### src/rtl/sgtt_pkg.sv
// ----------------------------------------------------------------------------
// sgtt_pkg
// Types and constants of the sequence gap trust table.
// ----------------------------------------------------------------------------
package sgtt_pkg;

	localparam int NODE_COUNT = 256;
	localparam int NODE_AW    = $clog2(NODE_COUNT);

	// shared divider: dividend covers the blend sum, divisor covers gap + 1
	localparam int DIVD_W = 21;
	localparam int DIVS_W = 33;

	localparam logic [15:0] TRUST_SCALE_RST = 16'd1000;
	localparam logic [4:0]  ALPHA_NUM_RST   = 5'd2;
	localparam logic [4:0]  ALPHA_DEN_RST   = 5'd10;

	typedef enum logic [1:0] {
		ST_FIRST   = 2'd0,
		ST_UPDATED = 2'd1,
		ST_STALE   = 2'd2,
		ST_RANGE   = 2'd3
	} status_t;

	typedef enum logic [1:0] {
		REG_TRUST_SCALE = 2'd0,
		REG_ALPHA_NUM   = 2'd1,
		REG_ALPHA_DEN   = 2'd2
	} cfg_reg_t;

	typedef struct packed {
		logic [15:0] node_id;
		logic [31:0] seq;
	} in_item_t;

	typedef struct packed {
		status_t     status;
		logic [31:0] missed;
		logic [15:0] trust_out;
		logic [31:0] received_count;
		logic [31:0] missing_count;
	} result_t;

	typedef struct packed {
		logic [31:0] newest_seq;
		logic [31:0] rx_count;
		logic [31:0] miss_count;
		logic [15:0] trust;
	} entry_t;

endpackage

### src/rtl/sgtt_div.sv
// ----------------------------------------------------------------------------
// sgtt_div
// Restoring radix-2 divider, one quotient bit per cycle.
// ----------------------------------------------------------------------------
module sgtt_div import sgtt_pkg::*; (
	input  logic              clk,
	input  logic              arst_n,
	input  logic              go,
	input  logic [DIVD_W-1:0] dividend,
	input  logic [DIVS_W-1:0] divisor,
	output logic              done,
	output logic [DIVD_W-1:0] quotient
);

	localparam int CNT_W = $clog2(DIVD_W + 1);

	logic              run_q;
	logic              done_q;
	logic [CNT_W-1:0]  cnt_q;
	logic [DIVS_W-1:0] rem_q;
	logic [DIVS_W-1:0] divs_q;
	logic [DIVD_W-1:0] quo_q;

	logic [DIVS_W:0]   trial;
	logic              fits;

	assign trial = {rem_q, quo_q[DIVD_W-1]};
	assign fits  = (trial >= {1'b0, divs_q});

	always_ff @(posedge clk or negedge arst_n) begin
		if (!arst_n) begin
			run_q  <= 1'b0;
			done_q <= 1'b0;
			cnt_q  <= '0;
		end else begin
			done_q <= 1'b0;
			if (go) begin
				run_q <= 1'b1;
				cnt_q <= '0;
			end else if (run_q) begin
				cnt_q <= cnt_q + CNT_W'(1);
				if (cnt_q == CNT_W'(DIVD_W - 1)) begin
					run_q  <= 1'b0;
					done_q <= 1'b1;
				end
			end
		end
	end

	// datapath: shift dividend bits out the top, quotient bits in the bottom
	always_ff @(posedge clk) begin
		if (go) begin
			rem_q  <= '0;
			quo_q  <= dividend;
			divs_q <= divisor;
		end else if (run_q) begin
			if (fits) begin
				rem_q <= DIVS_W'(trial - {1'b0, divs_q});
			end else begin
				rem_q <= trial[DIVS_W-1:0];
			end
			quo_q <= {quo_q[DIVD_W-2:0], fits};
		end
	end

	assign done     = done_q;
	assign quotient = quo_q;

endmodule

### config.mk
export PLATFORM = sky130hd
export DESIGN_NAME = sgtt_div
export DESIGN_NICKNAME = d
export VERILOG_FILES = /design/src/rtl/sgtt_pkg.sv /design/src/rtl/sgtt_div.sv
export SDC_FILE = /design/constraint.sdc
export NUM_CORES = 1
export LEC_CHECK = 0
export ABC_AREA = 1
export BUFFER_PORTS_ARGS = -buffer_cell sky130_fd_sc_hd__buf_2
export CORE_AREA = 2 2 112 158
export DETAILED_ROUTE_END_ITERATION = 7
export DIE_AREA = 0 0 114 160
export PLACE_DENSITY = 0.54
export SYNTH_ARGS = -nofsm -noshare
export SYNTH_HDL_FRONTEND = slang
export SYNTH_SLANG_ARGS = --single-unit
export TNS_END_PERCENT = 1
### constraint.sdc
create_clock -name clk -period 2.4 [get_ports clk]
set_input_delay 0.24 -clock clk [delete_from_list [all_inputs] [get_ports clk]]
set_output_delay 0.24 -clock clk [all_outputs]
set_load 0.05 [all_outputs]
==> metrics.md <==
| Metric | Value |
|---|---|
| Outcome | `completed` |
| Grt ovf | `0` |
| Syn_area_per_cell | `6.80 µm²` |
| Number of flops mapped to enable cells by yosys | `54` |
| Area delta synth->final | `15.7%` |
| RePlAce Congestion | `0.937` |
| Yosys cell types | `35` |
| Total Routed Length | `17.7 mm` |
| TritonCTS clock tree | `built` |
| IO Pins | `79` |
| Vias post-DR | `6,026` |
| Req. time, crit path | `2.66 ns` |
| Most frequent CP cell | `nand2_1` |
| Largest net degree at the start of global routing | `40` |
| Max Fclk | `0.454 GHz` |
| Synth Warn # | `0` |
| Fin area | `7690 µm²` |
| RSZ-0062 raised after global routing | `true` |
| Most common cell after layout, fill and taps aside | `nand2_1` |
| Non-Filler Instances | `1,277` |
| DRC | `0` |
| DRC marker count from the first detailed-route iteration | `244` |
| Sequential share of the synthesized area | `0.370` |
| H-tree levels | `3` |
| Post-CTS Setup Bufs | `0` |
| Initial core utilization | `0.391` |
| Global Route Usage Sum | `0.205` |
| Max Cap Viol | `0` |
| Worst VDD drop | `0.387 mV` |
| Post-Syn Instances | `977` |
| Dpl cell area | `7330 µm²` |
| Top cells by area, synth | `edfxtp_1, nand2_1, dfxtp_1, inv_1, ha_1` |
| Placed cell count | `1,260` |
| Layout cells sized above 1 | `0.147` |
| ANT nets after route | `0` |
| Async set-or-reset flop fraction in the synthesized netlist | `0.0745` |
| Final Skew | `0.0106 ns` |
| Post-Synth Adder-Cell Area | `0.0689` |
| Clock sink count | `94` |
| Final Cycle Share | `0.918` |
| Root Buffer Master | `clkbuf_16` |
| Clock buffer depth | `2` |
| Period minus WS final | `2.20 ns` |
| Die Ht | `160 µm` |
| First-pass GRT wire length | `29.4 mm` |
| Die area | `18,200 µm²` |
| Initial antenna violation count | `0` |
| Number of synthesized register bits | `94` |
| Slew @ Worst Pin | `0.742 ns` |
| Buffers on Ports | `78` |
| CP max-delay cell | `edfxtp_1` |
| Final-report setup violation count | `0` |
| DR WL/cell | `13.9 µm` |
| Syn Nets | `1,070` |
| Worst Path Max Fanout | `4` |
| Critical path arrival | `2.46 ns` |
| Vias in the first global route | `6,060` |
| Largest family of logic cells by synthesized area | `simple AND/OR/NAND/NOR gates` |
| Slew Limit Fails | `0` |
| Yosys top cell by area | `edfxtp_1` |
| CP Launch Type | `register` |
| Post-synthesis mux area share | `0` |
| Critical path's largest stage delay | `0.39 ns` |
| Die Wd | `114 µm` |
| Diodes inserted | `0` |
| Area of the core | `17,000 µm²` |
| Crit path max-delay family | `simple AND/OR/NAND/NOR gates` |
| Critical path buffer and inverter count | `3` |
| PD cells | `1150 nW/µm²` |
| Latest clock arrival within the worst-skew pair | `0.36 ns` |
| Worst setup EP type | `register` |
| 1st-pass router iterations | `4` |
| Yosys top cell area share | `0.244` |
| Vias/cell | `4.72` |
| Row count | `57` |
| Cell Area, Synth | `6640 µm²` |
| Setup Crit Path Kind | `register to register` |
| CTS buffer count | `9` |
| Worst hold path type | `input port to register` |
| Clock Pin Slew Worst Setup and Hold Paths | `0.07 ns` |
| Cell chain of the critical path | `inv_1, ha_1, inv_1, fa_2, nand2_1, nand3_1, nand3_1, nand2_1, nand2_1, nand2_2, xnor2_1, buf_4, nand2_1, nand3_1, nand2_1` |
| DPL Wire Length | `14.1 mm` |
| Nets | `1,159` |
| Fillers | `1,831` |
| Synth Area in Compound Gates | `0.0371` |
| Relative slew margins | `0.502` |
| Fin. Hold Viols | `0` |
| Xor/xnor share of the synthesized area | `0.0198` |
| Most frequent cells in the layout | `nand2_1, inv_1, nand3_1` |
| Seq. cell area | `2460 µm²` |
| Area of the multi-input gates | `3360 µm²` |
| Leakage | `4.21 nW` |
| Synth Area in Simple Gates | `0.379` |
| Synth Flop Type | `edfxtp_1` |
-- where the power goes --
part	internal, mW	switching (mW)	total (mW)
Sequential	2.06	0.216	2.28
Combinational	1.81	3.14	4.95
Clock	0.940	0.672	1.61
Total	4.81	4.03	8.84
-- worst paths after layout --
check	from	to	slack, ns	cells past startpoint
worst min-delay path	divisor[11]	divs_q[11]	0.05	1
max in group asynchronous	arst_n	cnt_q[0]	2.01	2
worst max-delay path	quotient[20]	rem_q[16]	0.20	15
worst min register to register	cnt_q[4]	cnt_q[4]	0.46	1
worst max register to register	quotient[20]	rem_q[16]	0.20	15
min in group asynchronous	arst_n	run_q	0.23	2
-- metrics by stage --
step / hold WS (ns) / total power [mW] / setup slack [ns] / util / TNS [ns]
final: 0.0485 / 8.84 / 0.198 / 0.453 / 0
after CTS: 0.0327 / 8.91 / 0.0542 / 0.452 / 0
after global routing: 0.0407 / 9.65 / -0.0223 / 0.453 / -0.0432
after detailed placement: 0.0842 / 7.26 / 0.0616 / 0.432 / 0
after global placement: 0.0854 / 7.26 / 0.0915 / 0.432 / 0
after floorplan: -0.0556 / 5.99 / 0.0376 / - / 0
-- metal layers --
metal / part of all wire / up-vias / GRT usage
met4: 0.036 / 0 / 0.100
met3: 0.034 / 32 / 0.0292
met5: 0 / - / 0
li1: - / 3185 / -
met1: 0.42 / 2691 / 0.235
met2: 0.51 / 118 / 0.368
-- synthesized netlist by cell type, drive strengths merged, types with 7 or more instances --
library cell	instances
nand2	402
inv	186
nand3	87
edfxtp	54
nor2	50
ha	35
dfxtp	33
a21oi	23
o21ai	16
xnor2	14
nand3b	13
buf	10
clkbuf	10
nand4	9
nor3	8
dfrtp	7
-- state kept, by name, summed over array words and instances (netlist names) --
name      flops
done          1
cnt_q         5
rem_q        33
divs_q       33
run_q         1
quotient     21
-- cell type report --
| class | count | area share |
|---|---|---|
| timing repair buffer | 98 | 0.0728 |
| clock inverter | 4 | 0.00749 |
| inverter | 190 | 0.0928 |
| clock buffer | 12 | 0.0361 |
| multi-input combinational | 673 | 0.438 |
| tap | 206 | 0.0335 |
| sequential | 94 | 0.320 |
-- worst reg2reg max path, cell delays in order (launching register included) --
cell      delay [ns]
edfxtp_1        0.39
inv_1           0.09
ha_1            0.14
inv_1           0.08
fa_2            0.38
nand2_1         0.08
nand3_1         0.08
nand3_1         0.07
nand2_1         0.15
nand2_1         0.12
nand2_2         0.11
xnor2_1         0.15
buf_4           0.12
nand2_1         0.04
nand3_1         0.06
nand2_1         0.05
-- cell families after synthesis --
logic type               count (synthesis)
flip-flops                              94
AO/OA/AOI/OAI                           46
AND/OR/NAND/NOR                        576
buffers and inverters                  210
XOR/XNOR                                15
adder cells (fa/ha/maj)                 36
-- timing repair --
action	CTS	global route
hold buffers	1	0
gates resized for setup	0	4
endpoints found under the setup margin	0	15
endpoints found under the hold margin	7	0
No activity file was read; power rests on OpenSTA's default activity.
