<file path="src/rtl/sgtt_ram.sv">
// ----------------------------------------------------------------------------
// sgtt_ram
// Generic single-write, single-read RAM with a registered read port.
// ----------------------------------------------------------------------------
module sgtt_ram #(
	parameter int WIDTH = 8,
	parameter int DEPTH = 16
) (
	input  logic                     clk,
	input  logic                     we,
	input  logic [$clog2(DEPTH)-1:0] waddr,
	input  logic [WIDTH-1:0]         wdata,
	input  logic [$clog2(DEPTH)-1:0] raddr,
	output logic [WIDTH-1:0]         rdata
);

	logic [WIDTH-1:0] mem [DEPTH];

	always_ff @(posedge clk) begin
		if (we) begin
			mem[waddr] <= wdata;
		end
		rdata <= mem[raddr];
	end

endmodule

</file>
<file path="config.mk">
export PLATFORM = sky130hd
export DESIGN_NAME = sgtt_ram
export DESIGN_NICKNAME = d
export VERILOG_FILES = /design/src/rtl/sgtt_ram.sv
export SDC_FILE = /design/constraint.sdc
export NUM_CORES = 1
export LEC_CHECK = 0
export ABC_AREA = 0
export BUFFER_PORTS_ARGS = -buffer_cell sky130_fd_sc_hd__buf_2
export CAP_MARGIN = 20
export CORE_UTILIZATION = 65
export DETAILED_ROUTE_END_ITERATION = 10
export GPL_ROUTABILITY_DRIVEN = 0
export GPL_TIMING_DRIVEN = 0
export PLACE_DENSITY = 0.82
export SETUP_SLACK_MARGIN = 0.2
export SYNTH_ARGS = -nofsm -noshare
export SYNTH_HDL_FRONTEND = slang
export SYNTH_SLANG_ARGS = --single-unit
export TNS_END_PERCENT = 100
</file>
<file path="constraint.sdc">
create_clock -name clk -period 4.3 [get_ports clk]
set_clock_uncertainty 0.15 [all_clocks]
set_input_delay 0.86 -clock clk [delete_from_list [all_inputs] [get_ports clk]]
set_output_delay 0.86 -clock clk [all_outputs]
set_load 0.01 [all_outputs]
</file>
==> results of run 1 <==
-- per-stage QoR --
step | total power [W] | hold WS (ns) | cell area (um2) | util [%] | setup slack (ns)
after floorplan | 0.00160 | 0.479 | 5150 | - | 1.80
after global placement | 0.00165 | 0.503 | 5400 | 70.2 | 1.32
after detailed placement | 0.00166 | 0.520 | 5410 | 70.3 | 1.64
after CTS | 0.00296 | 0.539 | 5950 | 77.4 | 2.12
after global routing | 0.00303 | 0.564 | 5960 | 77.6 | 2.05
final | 0.00296 | 0.538 | 5960 | 77.6 | 2.12
-- cell type report --
| cell class | count | area, um2 | area share [%] |
|---|---|---|---|
| sequential | 136 | 4000 | 67.2 |
| multi-input combinational | 83 | 1060 | 17.7 |
| clock buffer | 29 | 499 | 8.37 |
| timing repair buffer | 28 | 145 | 2.43 |
| tap | 102 | 128 | 2.14 |
| buffer | 10 | 86.3 | 1.45 |
| clock inverter | 3 | 42.5 | 0.714 |
-- registers in the layout (all words and copies together) (netlist names) --
name / flops
mem: 128
rdata: 8
-- placed cells by master, fill, tap and decap left out, types with 2 or more instances in the layout --
master / count
edfxtp_1: 128
buf_2: 29
mux4_2: 18
a22oi_1: 16
clkbuf_16: 16
mux4_1: 14
nor2_1: 13
nand2_1: 9
clkbuf_1: 8
dfxtp_1: 8
clkbuf_8: 5
nor3_1: 4
buf_6: 3
clkdlybuf4s25_2: 3
buf_4: 2
nand3b_1: 2
nand2b_1: 2
-- critical path, stage by stage --
cell	delay, ns
buf_2	0.12
or3b_2	0.53
nor2_1	0.67
-- worst paths after layout --
path                              from             endpoint  slack (ns)  cells after the start
setup / recovery              waddr[2]  mem[2][0]$_DFFE_PP_        2.12                      3
hold / removal    mem[11][2]$_DFFE_PP_     rdata[2]$_DFF_P_        0.54                      3
setup reg to reg   mem[3][7]$_DFFE_PP_     rdata[7]$_DFF_P_        2.68                      3
hold reg to reg   mem[11][2]$_DFFE_PP_     rdata[2]$_DFF_P_        0.54                      3
-- logic make-up after synthesis --
family | count (synthesis) | synth area share, %
DFF | 136 | 77.8
muxes | 32 | 15.0
buffers and inverters | 10 | 1.68
and+or+nand+nor | 35 | 3.18
AOI/OAI and AO/OA | 16 | 2.33
-- power groups by stage --
stage	combinational [W]	clock [W]	sequential (W)
3_3_place_gp	0.000136	0	0.00151
3_5_place_dp	0.000142	0	0.00152
4_1_cts	0.000144	0.00132	0.00149
6_report	0.000145	0.00132	0.00149
2_1_floorplan	0.0000752	0	0.00152
5_1_grt	0.000155	0.00138	0.00149
-- routing by layer --
metal	GRT usage, %	wire length, um	vias up
li1	-	-	1068
met1	39.5	4030	1273
met2	40.8	4930	154
met3	6.03	812	25
met4	12.8	284	0
met5	0	0	-
==> summary.txt, run 1 <==
Status
  – Status: finished clean

Critical path
  – Startpoint Class: primary input
  – Critical path class: primary input to flip-flop
  – Crit path max fanout: 8
  – Worst path required time: 4.30 ns
  – Setup crit end kind: flip-flop
  – Critical path arrival: 2.17 ns

Layout
  – Final net count: 294
  – Final Instance Count excl. Fillers: 391
  – Share of cells above drive strength 1: 28.0%
  – Fillers: 393
  – N_diodes: 0
  – Synth-to-layout area growth: 15.8%

Detailed routing
  – Total Wirelength: 10,100 um
  – DRC viols: 0
  – Via Count: 2,520
  – WL/cell: 25.7 um
  – DRT Pass-1 Iters: 5
  – ANT nets after route: 0
  – Violation count after the first detailed-routing iteration: 232
  – DR vias/cell: 6.45

Global routing
  – Pin count of the biggest net entering global routing: 17
  – First-pass GRT wire length: 14,800 um
  – Overflow after GRT: 0
  – Vias in the first global route: 2,473
  – Initial antenna violation count: 0
  – Total GRT Usage: 27.3%

Synth
  – Synthesized area: 5150 um2
  – Syn_nets: 247
  – #FFs+latches synth: 136
  – Area leader, netlist: edfxtp_1
  – Post-synth top area share: 74.7%
  – Number of flops mapped to enable cells by yosys: 128
  – Yosys Warn Count: 0
  – Async S/R FF share, synth: 0%
  – Largest cells by area after synthesis: edfxtp_1 (75%), mux4_2 (7.9%), mux4_1 (7.1%)
  – Distinct cells, synth: 19
  – Synth Flop Type: edfxtp_1
  – Most frequent cell after synthesis: edfxtp_1
  – Register area share after synthesis: 77.8%
  – Mapped Avg Cell Area: 22.5 um2
  – Post-synth top cells: edfxtp_1 (128), mux4_2 (18), a22oi_1 (16)
  – Cells after Synth: 229

Timing
  – Slew Viols, Final: 0
  – Slew headroom: 42.4%
  – Worst-Margin Slew: 0.857 ns
  – Peak Freq: 0.459 GHz
  – RSZ-0062 raised after global routing: false
  – Final setup TNS: 0 ns
  – Fin. Hold Viols: 0
  – Final count of negative-setup-slack endpoints: 0
  – Final period util: 50.6%
  – Post-route minimum period: 2.18 ns

Place
  – Hpwl dp: 5870 um
  – Port Buffers: 24
  – Placed insts: 357

Clock network
  – CTS Sinks: 136
  – H-tree levels: 4
  – Longest Clk Path Bufs: 2
  – Root Buffer: clkbuf_8
  – Skew-Pair Late Insertion Delay: 0.52 ns
  – TritonCTS buffer count: 17
  – Clock transition at the registers of the reported paths: 0.06 ns
  – CTS resizes: 0
  – CTS hold repair buffers: 0
  – Postcts setup bufs: 0
  – CTS tree: done

Floorplan
  – Die width: 91.0 um
  – Num rows: 32
  – Core ar.: 7690 um2
  – Starting density of the core: 67.0%
  – Die extent in y: 91.0 um
  – Number of I/O pins: 26
  – Die ar.: 8280 um2

Pwr
  – Lkg Pwr: 2.02 nW
  – Max VDD drop: 339 uV
  – Comb power frac: 4.9%
  – Int Power: 0.00237 W
  – Sequential Power Share: 50.4%
  – Power share of the clock group: 44.7%
  – Pwr Density: 496 nW/um2
  – Switching power: 0.000586 W
  – Sw Share: 19.8%

Flow run
  – MaxCap Viol Count: 0

Hold path
  – Hold Crit Class: flip-flop to flip-flop
Power figures use the tool's default switching activity.
==> inputs of run 2 (changes only) <==
--- a/config.mk
+++ b/config.mk
@@ -8,11 +8,11 @@
 export ABC_AREA = 0
 export BUFFER_PORTS_ARGS = -buffer_cell sky130_fd_sc_hd__buf_2
 export CAP_MARGIN = 20
-export CORE_UTILIZATION = 65
+export CORE_UTILIZATION = 54
 export DETAILED_ROUTE_END_ITERATION = 10
 export GPL_ROUTABILITY_DRIVEN = 0
 export GPL_TIMING_DRIVEN = 0
-export PLACE_DENSITY = 0.82
+export PLACE_DENSITY = 0.72
 export SETUP_SLACK_MARGIN = 0.2
 export SYNTH_ARGS = -nofsm -noshare
 export SYNTH_HDL_FRONTEND = slang
==> constraint.sdc (replaced) <==
create_clock -name clk -period 1.8 [get_ports clk]
set_clock_uncertainty 0.15 [all_clocks]
set_input_delay 0.36 -clock clk [delete_from_list [all_inputs] [get_ports clk]]
set_output_delay 0.36 -clock clk [all_outputs]
set_load 0.01 [all_outputs]
==> run 2 against run 1 <==
  * Critical path depth stayed put
  * Sequential share of layout area down 0.92 points
  * Final area grew 1.4%
  * Flip-flop and latch count unchanged
  * Global-route usage is 5.3 points lower
  * Critical path type is now flip-flop to flip-flop
  * Largest power group unchanged
  * Highest routed layer unchanged
==> summary.txt, run 2 (synthesis gave the netlist of run 1 again) <==
Status
  – Status: finished clean (unchanged)

Layout
  – Largest Register: mem (unchanged)
  – Largest regs: mem x128, rdata x8 (unchanged)
  – Synth-to-layout area growth: 17.4% (was 15.8%)
  – Largest register FFs: 128 (unchanged)
  – Commonest non-fill, non-tap cell in the layout: edfxtp_1 (unchanged)
  – Commonest cells after routing, fill and taps aside: edfxtp_1 (128), buf_2 (27), mux4_2 (18), a22oi_1 (16), clkbuf_16 (16) (was edfxtp_1 (128), buf_2 (29), mux4_2 (18), a22oi_1 (16), clkbuf_16 (16))
  – N_diodes: 0 (unchanged)
  – Share of cells above drive strength 1: 31.9% (was 28.0%)
  – Fillers: 617 (was 393)
  – Final net count: 290 (was 294)
  – Final Cell Area: 6040 um2 (was 5960 um2)

Hold path
  – Hold Crit Depth: 1 (was 3)
  – Hold path start: wdata[5] (was mem[11][2]$_DFFE_PP_)
  – Hold Crit Class: primary input to flip-flop (was flip-flop to flip-flop)
  – Worst hold endpoint: mem[6][5]$_DFFE_PP_ (was rdata[2]$_DFF_P_)

Clock network
  – CTS tree: done (unchanged)
  – H-tree levels: 4 (unchanged)
  – CTS Sinks: 136 (unchanged)
  – TritonCTS buffer count: 17 (unchanged)
  – CTS resizes: 0 (unchanged)
  – Postcts setup bufs: 0 (unchanged)
  – Longest Clk Path Bufs: 2 (unchanged)
  – CTS hold repair buffers: 0 (unchanged)
  – Clock transition at the registers of the reported paths: 0.06 ns (about the same)
  – Skew-Pair Late Insertion Delay: 0.52 ns (about the same)
  – Root Buffer: clkbuf_8 (unchanged)

Floorplan
  – Die ar.: 9930 um2 (was 8280 um2)
  – Num rows: 35 (was 32)
  – Die extent in y: 99.6 um (was 91.0 um)
  – Starting density of the core: 55.7% (was 67.0%)
  – Number of I/O pins: 26 (unchanged)
  – Core ar.: 9240 um2 (was 7690 um2)
  – Die width: 99.6 um (was 91.0 um)

Critical path
  – CP Depth: 3 (unchanged)
  – Critical path arrival: 1.76 ns (was 2.17 ns)
  – Startpoint Class: flip-flop (was primary input)
  – Slowest Stage Delay on Critical Path: 0.51 ns (was 0.67 ns)
  – Setup crit end kind: flip-flop (unchanged)
  – R2r setup slk: 0.28 ns (was 2.68 ns)
  – CP top delay family: multiplexers (was simple AND/OR/NAND/NOR gates)
  – Reg-to-Reg Start: mem[15][7]$_DFFE_PP_ (was mem[3][7]$_DFFE_PP_)
  – Worst Path Buf+Inv: 0 (was 1)
  – Reg2reg path depth: 3 (unchanged)
  – Worst path required time: 2.04 ns (was 4.30 ns)
  – Critical-path cell list: mux4_2, a22oi_1, nand2_1 (was buf_2, or3b_2, nor2_1)
  – Worst r2r dst: rdata[7]$_DFF_P_ (unchanged)
  – Critical path class: flip-flop to flip-flop (was primary input to flip-flop)
  – Crit path max fanout: 1 (was 8)
  – CP max-delay cell: mux4_2 (was nor2_1)

Timing
  – RSZ-0062 raised after global routing: false (unchanged)
  – Post-route minimum period: 1.52 ns
  – Worst-Margin Slew: 0.782 ns (was 0.857 ns)
  – Peak Freq: 0.658 GHz
  – Slew headroom: 47.7% (was 42.4%)
  – Slew Viols, Final: 0 (unchanged)
  – Final WS setup: 0.280 ns (was 2.12 ns)
  – Fin. Hold Viols: 0 (unchanged)
  – Final count of negative-setup-slack endpoints: 0 (unchanged)
  – Final period util: 84.4%

Place
  – Port Buffers: 24 (unchanged)
  – DP Area: 5470 um2 (was 5410 um2)
  – Hpwl dp: 5860 um (was 5870 um)
  – Pre-CTS WS: -0.178 ns (was 1.64 ns)

Pwr
  – Max VDD drop: 684 uV (was 339 uV)
  – Lkg Pwr: 2.03 nW (was 2.02 nW)
  – Pwr Density: 1190 nW/um2 (was 496 nW/um2)

Detailed routing
  – Via Count: 2,377 (was 2,520)
  – Violation count after the first detailed-routing iteration: 241 (was 232)
  – WL/cell: 23.1 um (was 25.7 um)
  – DRT Pass-1 Iters: 4 (was 5)
  – DRC viols: 0 (unchanged)
  – ANT nets after route: 0 (unchanged)
  – DR vias/cell: 5.74 (was 6.45)
  – Total Wirelength: 9570 um (was 10,100 um)

Global routing
  – Initial antenna violation count: 0 (unchanged)
  – Vias in the first global route: 2,405 (was 2,473)
  – Overflow after GRT: 0 (unchanged)
  – First-pass GRT wire length: 14,500 um (was 14,800 um)
  – Pin count of the biggest net entering global routing: 17 (unchanged)
  – Total GRT Usage: 22.0% (was 27.3%)

Flow run
  – MaxCap Viol Count: 0 (unchanged)
[run 2: routing by layer]
layer  GRT usage (%)  vias to the layer above  part of all wire, %
met5               0                        -                    0
met4            8.82                        0                  1.3
met3            5.48                       12                  5.3
met2            33.7                       79                   50
met1            31.0                     1225                   44
li1                -                     1061                    -
[run 2: metrics by stage]
stage	hold slack (ns)	utilization, %	instances	TNS, ns	total power, W
2_1_floorplan	0.309	-	229	0	0.00382
3_3_place_gp	0.505	59.2	382	-11.66	0.00396
3_5_place_dp	0.526	59.2	382	-14.02	0.00397
4_1_cts	0.0729	65.4	414	0	0.00723
5_1_grt	0.0773	65.4	414	0	0.00740
6_report	0.0905	65.4	414	0	0.00719
[run 2: worst reg2reg max path: cells and delay by family, from the launching register on]
kind	cells	cell delay, ns
flip-flops	1	0.36
AO/OA/AOI/OAI	1	0.27
AND/OR/NAND/NOR	1	0.11
multiplexers	1	0.51
[run 2: how the worst max path moves through the flow]
| stage | startpoint | to |
|---|---|---|
| 2_1_floorplan | raddr[0] | rdata[1]$_DFF_P_ |
| 3_3_place_gp | raddr[0] | rdata[7]$_DFF_P_ |
| 3_5_place_dp | waddr[2] | mem[9][7]$_DFFE_PP_ |
| 4_1_cts | mem[1][3]$_DFFE_PP_ | rdata[3]$_DFF_P_ |
| 5_1_grt | mem[1][3]$_DFFE_PP_ | rdata[3]$_DFF_P_ |
| 6_report | mem[15][7]$_DFFE_PP_ | rdata[7]$_DFF_P_ |
[run 2: area by class of cell]
type                       count  area, um2  area share [%]
buffer                        10       93.8            1.55
clock buffer                  20        445            7.37
clock inverter                12        126            2.09
multi-input combinational     83       1090            18.1
sequential                   136       4000            66.2
tap                          129        161            2.67
timing repair buffer          24        120            1.99
[run 2: power by group]
group / switching (W) / internal [W] / total [W]
registers: 0.0000163 / 0.00354 / 0.00356
logic: 0.000205 / 0.000144 / 0.000349
clock network: 0.00125 / 0.00203 / 0.00328
total: 0.00147 / 0.00572 / 0.00719
==> inputs of run 3 (changes only) <==
--- a/config.mk
+++ b/config.mk
@@ -5,14 +5,14 @@
 export SDC_FILE = /design/constraint.sdc
 export NUM_CORES = 1
 export LEC_CHECK = 0
-export ABC_AREA = 0
+export ABC_AREA = 1
 export BUFFER_PORTS_ARGS = -buffer_cell sky130_fd_sc_hd__buf_2
 export CAP_MARGIN = 20
-export CORE_UTILIZATION = 54
+export CORE_UTILIZATION = 55
 export DETAILED_ROUTE_END_ITERATION = 10
 export GPL_ROUTABILITY_DRIVEN = 0
 export GPL_TIMING_DRIVEN = 0
-export PLACE_DENSITY = 0.72
+export PLACE_DENSITY = 0.73
 export SETUP_SLACK_MARGIN = 0.2
 export SYNTH_ARGS = -nofsm -noshare
 export SYNTH_HDL_FRONTEND = slang
==> constraint.sdc (replaced) <==
create_clock -name clk -period 1.25 [get_ports clk]
set_clock_uncertainty 0.15 [all_clocks]
set_input_delay 0.25 -clock clk [delete_from_list [all_inputs] [get_ports clk]]
set_output_delay 0.25 -clock clk [all_outputs]
set_load 0.01 [all_outputs]
==> run 3 against run 2 <==
  * The flow now finishes with violations (setup timing)
  * Combinational power rose to 2.6 times the previous value
  * Synthesized cell count grew 140%
  * Power increased by 51%
  * Register-to-register slack worse by 0.15 ns
  * Die area rose by 9.8%
  * Non-clock buffer count grew 27
  * Via count is 74% higher
  * Setup slack got worse by 0.39 ns
  * Critical path depth shrank 2
  * Sequential share of layout area down 12 points
  * Global-route usage rose by 5.8 points
  * Routed wire length rose by 53%
  * Critical path type is now flip-flop to output port
  * Largest power group unchanged
==> summary.txt, run 3 <==
Timing
  – Final WS setup: -0.112 ns (was 0.280 ns)
  – Post-route minimum period: 1.36 ns
  – Slew headroom: 72.8% (was 47.7%)
  – RSZ-0062 raised after global routing: true (was false)
  – Slew Viols, Final: 0 (unchanged)
  – Final count of negative-setup-slack endpoints: 8 (was 0)
  – Final period util: 109%
  – Worst-Margin Slew: 0.408 ns (was 0.782 ns)
  – Hold Slack: 0.00931 ns (was 0.0905 ns)
  – Fin. Hold Viols: 0 (unchanged)
  – Final setup TNS: -0.807 ns (was 0 ns)
  – Peak Freq: 0.734 GHz

Layout
  – Final net count: 625 (was 290)
  – Multi-input gate area: 1720 um2 (was 1090 um2)
  – Largest regs: mem x128, rdata x8 (unchanged)
  – Largest Register: mem (unchanged)
  – Commonest cells after routing, fill and taps aside: nand2_1 (151), edfxtp_1 (128), inv_1 (96), nand3_2 (58), nand3_1 (38) (was edfxtp_1 (128), buf_2 (27), mux4_2 (18), a22oi_1 (16), clkbuf_16 (16))
  – Synth-to-layout area growth: 28.8% (was 17.4%)
  – Fillers: 637 (was 617)
  – Final Instance Count excl. Fillers: 756 (was 414)
  – Largest register FFs: 128 (unchanged)
  – Share of cells above drive strength 1: 31.1% (was 31.9%)
  – Commonest non-fill, non-tap cell in the layout: nand2_1 (was edfxtp_1)
  – Register area: 4010 um2 (was 4000 um2)
  – N_diodes: 0 (unchanged)
  – Final Cell Area: 7430 um2 (was 6040 um2)

Detailed routing
  – DR vias/cell: 5.46 (was 5.74)
  – DRT Pass-1 Iters: 5 (was 4)
  – Via Count: 4,125 (was 2,377)
  – Total Wirelength: 14,700 um (was 9570 um)
  – Violation count after the first detailed-routing iteration: 416 (was 241)
  – DRC viols: 0 (unchanged)
  – WL/cell: 19.4 um (was 23.1 um)
  – ANT nets after route: 0 (unchanged)

Critical path
  – Critical-path cell list: buf_6 (was mux4_2, a22oi_1, nand2_1)
  – Worst path required time: 0.85 ns (was 2.04 ns)
  – CP top delay family: flip-flops (was multiplexers)
  – Reg2reg path depth: 6 (was 3)
  – Critical path class: flip-flop to output port (was flip-flop to flip-flop)
  – CP Depth: 1 (was 3)
  – Worst Path Buf+Inv: 1 (was 0)
  – Crit path max fanout: 1 (unchanged)
  – Startpoint Class: flip-flop (unchanged)
  – Slowest Stage Delay on Critical Path: 0.32 ns (was 0.51 ns)
  – CP max-delay cell: dfxtp_2 (was mux4_2)
  – Critical path arrival: 0.96 ns (was 1.76 ns)
  – Setup crit end kind: output port (was flip-flop)

Global routing
  – First-pass GRT wire length: 21,700 um (was 14,500 um)
  – Overflow after GRT: 0 (unchanged)
  – Pin count of the biggest net entering global routing: 17 (unchanged)
  – Vias in the first global route: 3,862 (was 2,405)
  – Initial antenna violation count: 0 (unchanged)
  – Total GRT Usage: 27.8% (was 22.0%)

Status
  – Violated checks: setup timing
  – Status: complete, but fails checks (was finished clean)

Synth
  – Register area share after synthesis: 69.4% (was 77.8%)
  – Number of flops mapped to enable cells by yosys: 128 (unchanged)
  – Synthesized area: 5770 um2 (was 5150 um2)
  – Largest cells by area after synthesis: edfxtp_1 (67%), nand2_1 (11%), nand3_1 (8.4%) (was edfxtp_1 (75%), mux4_2 (7.9%), mux4_1 (7.1%))
  – Async S/R FF share, synth: 0% (unchanged)
  – Most frequent cell after synthesis: nand2_1 (was edfxtp_1)
  – #FFs+latches synth: 136 (unchanged)
  – Yosys Warn Count: 0 (unchanged)
  – Post-synth top area share: 66.7% (was 74.7%)
  – Cells after Synth: 551 (was 229)
  – Distinct cells, synth: 12 (was 19)
  – Syn_nets: 569 (was 247)
  – Mapped Avg Cell Area: 10.5 um2 (was 22.5 um2)
  – Synth Flop Type: edfxtp_1 (unchanged)
  – Post-synth top cells: nand2_1 (173), edfxtp_1 (128), inv_1 (100) (was edfxtp_1 (128), mux4_2 (18), a22oi_1 (16))
  – Area leader, netlist: edfxtp_1 (unchanged)

Place
  – Port Buffers: 22 (was 24)
  – Hpwl dp: 8760 um (was 5860 um)
  – Placed insts: 709 (was 382)
  – Pre-CTS WS: -0.521 ns (was -0.178 ns)
  – DP Area: 6260 um2 (was 5470 um2)

Clock network
  – Clock transition at the registers of the reported paths: 0.06 ns (about the same)
  – TritonCTS buffer count: 17 (unchanged)
  – CTS tree: done (unchanged)
  – Longest Clk Path Bufs: 2 (unchanged)
  – CTS Sinks: 136 (unchanged)
  – Root Buffer: clkbuf_8 (unchanged)
  – Skew-Pair Late Insertion Delay: 0.53 ns (was 0.52 ns)
  – H-tree levels: 4 (unchanged)

Pwr
  – Pwr Density: 1460 nW/um2 (was 1190 nW/um2)
  – Lkg Pwr: 3.14 nW (was 2.03 nW)
  – Max VDD drop: 1060 uV (was 684 uV)

Floorplan
  – Core ar.: 10,200 um2 (was 9240 um2)
  – Num rows: 37 (was 35)
  – Die ar.: 10,900 um2 (was 9930 um2)
  – Die width: 104 um (was 99.6 um)
  – Number of I/O pins: 26 (unchanged)
  – Starting density of the core: 56.4% (was 55.7%)
  – Die extent in y: 104 um (was 99.6 um)

Flow run
  – MaxCap Viol Count: 0 (unchanged)

Hold path
  – Hold Crit Depth: 5 (was 1)
  – Hold Crit Class: primary input to flip-flop (unchanged)
## run 3: cell types whose count changed after synthesis, moves of 4 or more
cell and delta:
a22oi_1 -16, buf_2 +10, inv_1 +100, mux4_1 -14
mux4_2 -18, nand2_1 +164, nand3_1 +96, nor2_1 +4
nor3_1 -4
## run 3: timing repair
item | 4_1_cts | 5_1_grt
resized for setup | 37 | 56
endpoints found under the hold margin | 84 | 0
endpoints found under the setup margin | 80 | 16
buffers inserted | 8 | 0
pin swaps | 29 | 39
hold buffers | 7 | 0
## run 3: path summary, 6_finish.rpt
| path | from | endpoint | slack, ns |
|---|---|---|---|
| worst max register to register | mem[3][7]$_DFFE_PP_ | rdata[7]$_DFF_P_ | 0.13 |
| worst min-delay path | raddr[1] | rdata[0]$_DFF_P_ | 0.009 |
| worst min register to register | mem[2][1]$_DFFE_PP_ | rdata[1]$_DFF_P_ | 0.57 |
| worst max-delay path | rdata[3]$_DFF_P_ | rdata[3] | -0.11 |
## run 3: per-stage QoR
stage / util (%) / power (W)
global placement: 61.2 / 0.00593
CTS: 70.4 / 0.0107
finish: 72.6 / 0.0108
floorplan: - / 0.00565
global route: 72.6 / 0.0111
detailed placement: 61.2 / 0.00595
## run 3: final cells by class
class                   count  area share [%]
flip-flops and latches    136            54.0
multi-input cells         289            23.1
well taps                 136            2.29
plain buffers              24            3.27
clock inverters            12            1.72
repair buffers             37            4.41
clock buffers              20            6.00
inverters                 102            5.22
## run 3: cell families (layout without fill, tap and decap cells)
family                 after synthesis  in the layout  share of synthesized area [%]
and+or+nand+nor                    289            289                           21.0
DFF                                136            136                           69.4
buffers and inverters              126            195                           9.52
## run 3: power by group
part           total (W)  internal (W)  switching, W
Combinational   0.000916      0.000315      0.000600
Clock            0.00478       0.00293       0.00185
Sequential       0.00513       0.00510     0.0000300
Total             0.0108       0.00834       0.00248
## run 3: metal layers
metal	up-vias	GRT usage (%)	wire length, um
met2	262	42.2	6940
met4	0	13.6	535
li1	1891	-	-
met5	-	0	0
met1	1919	38.0	5770
met3	53	6.33	1410
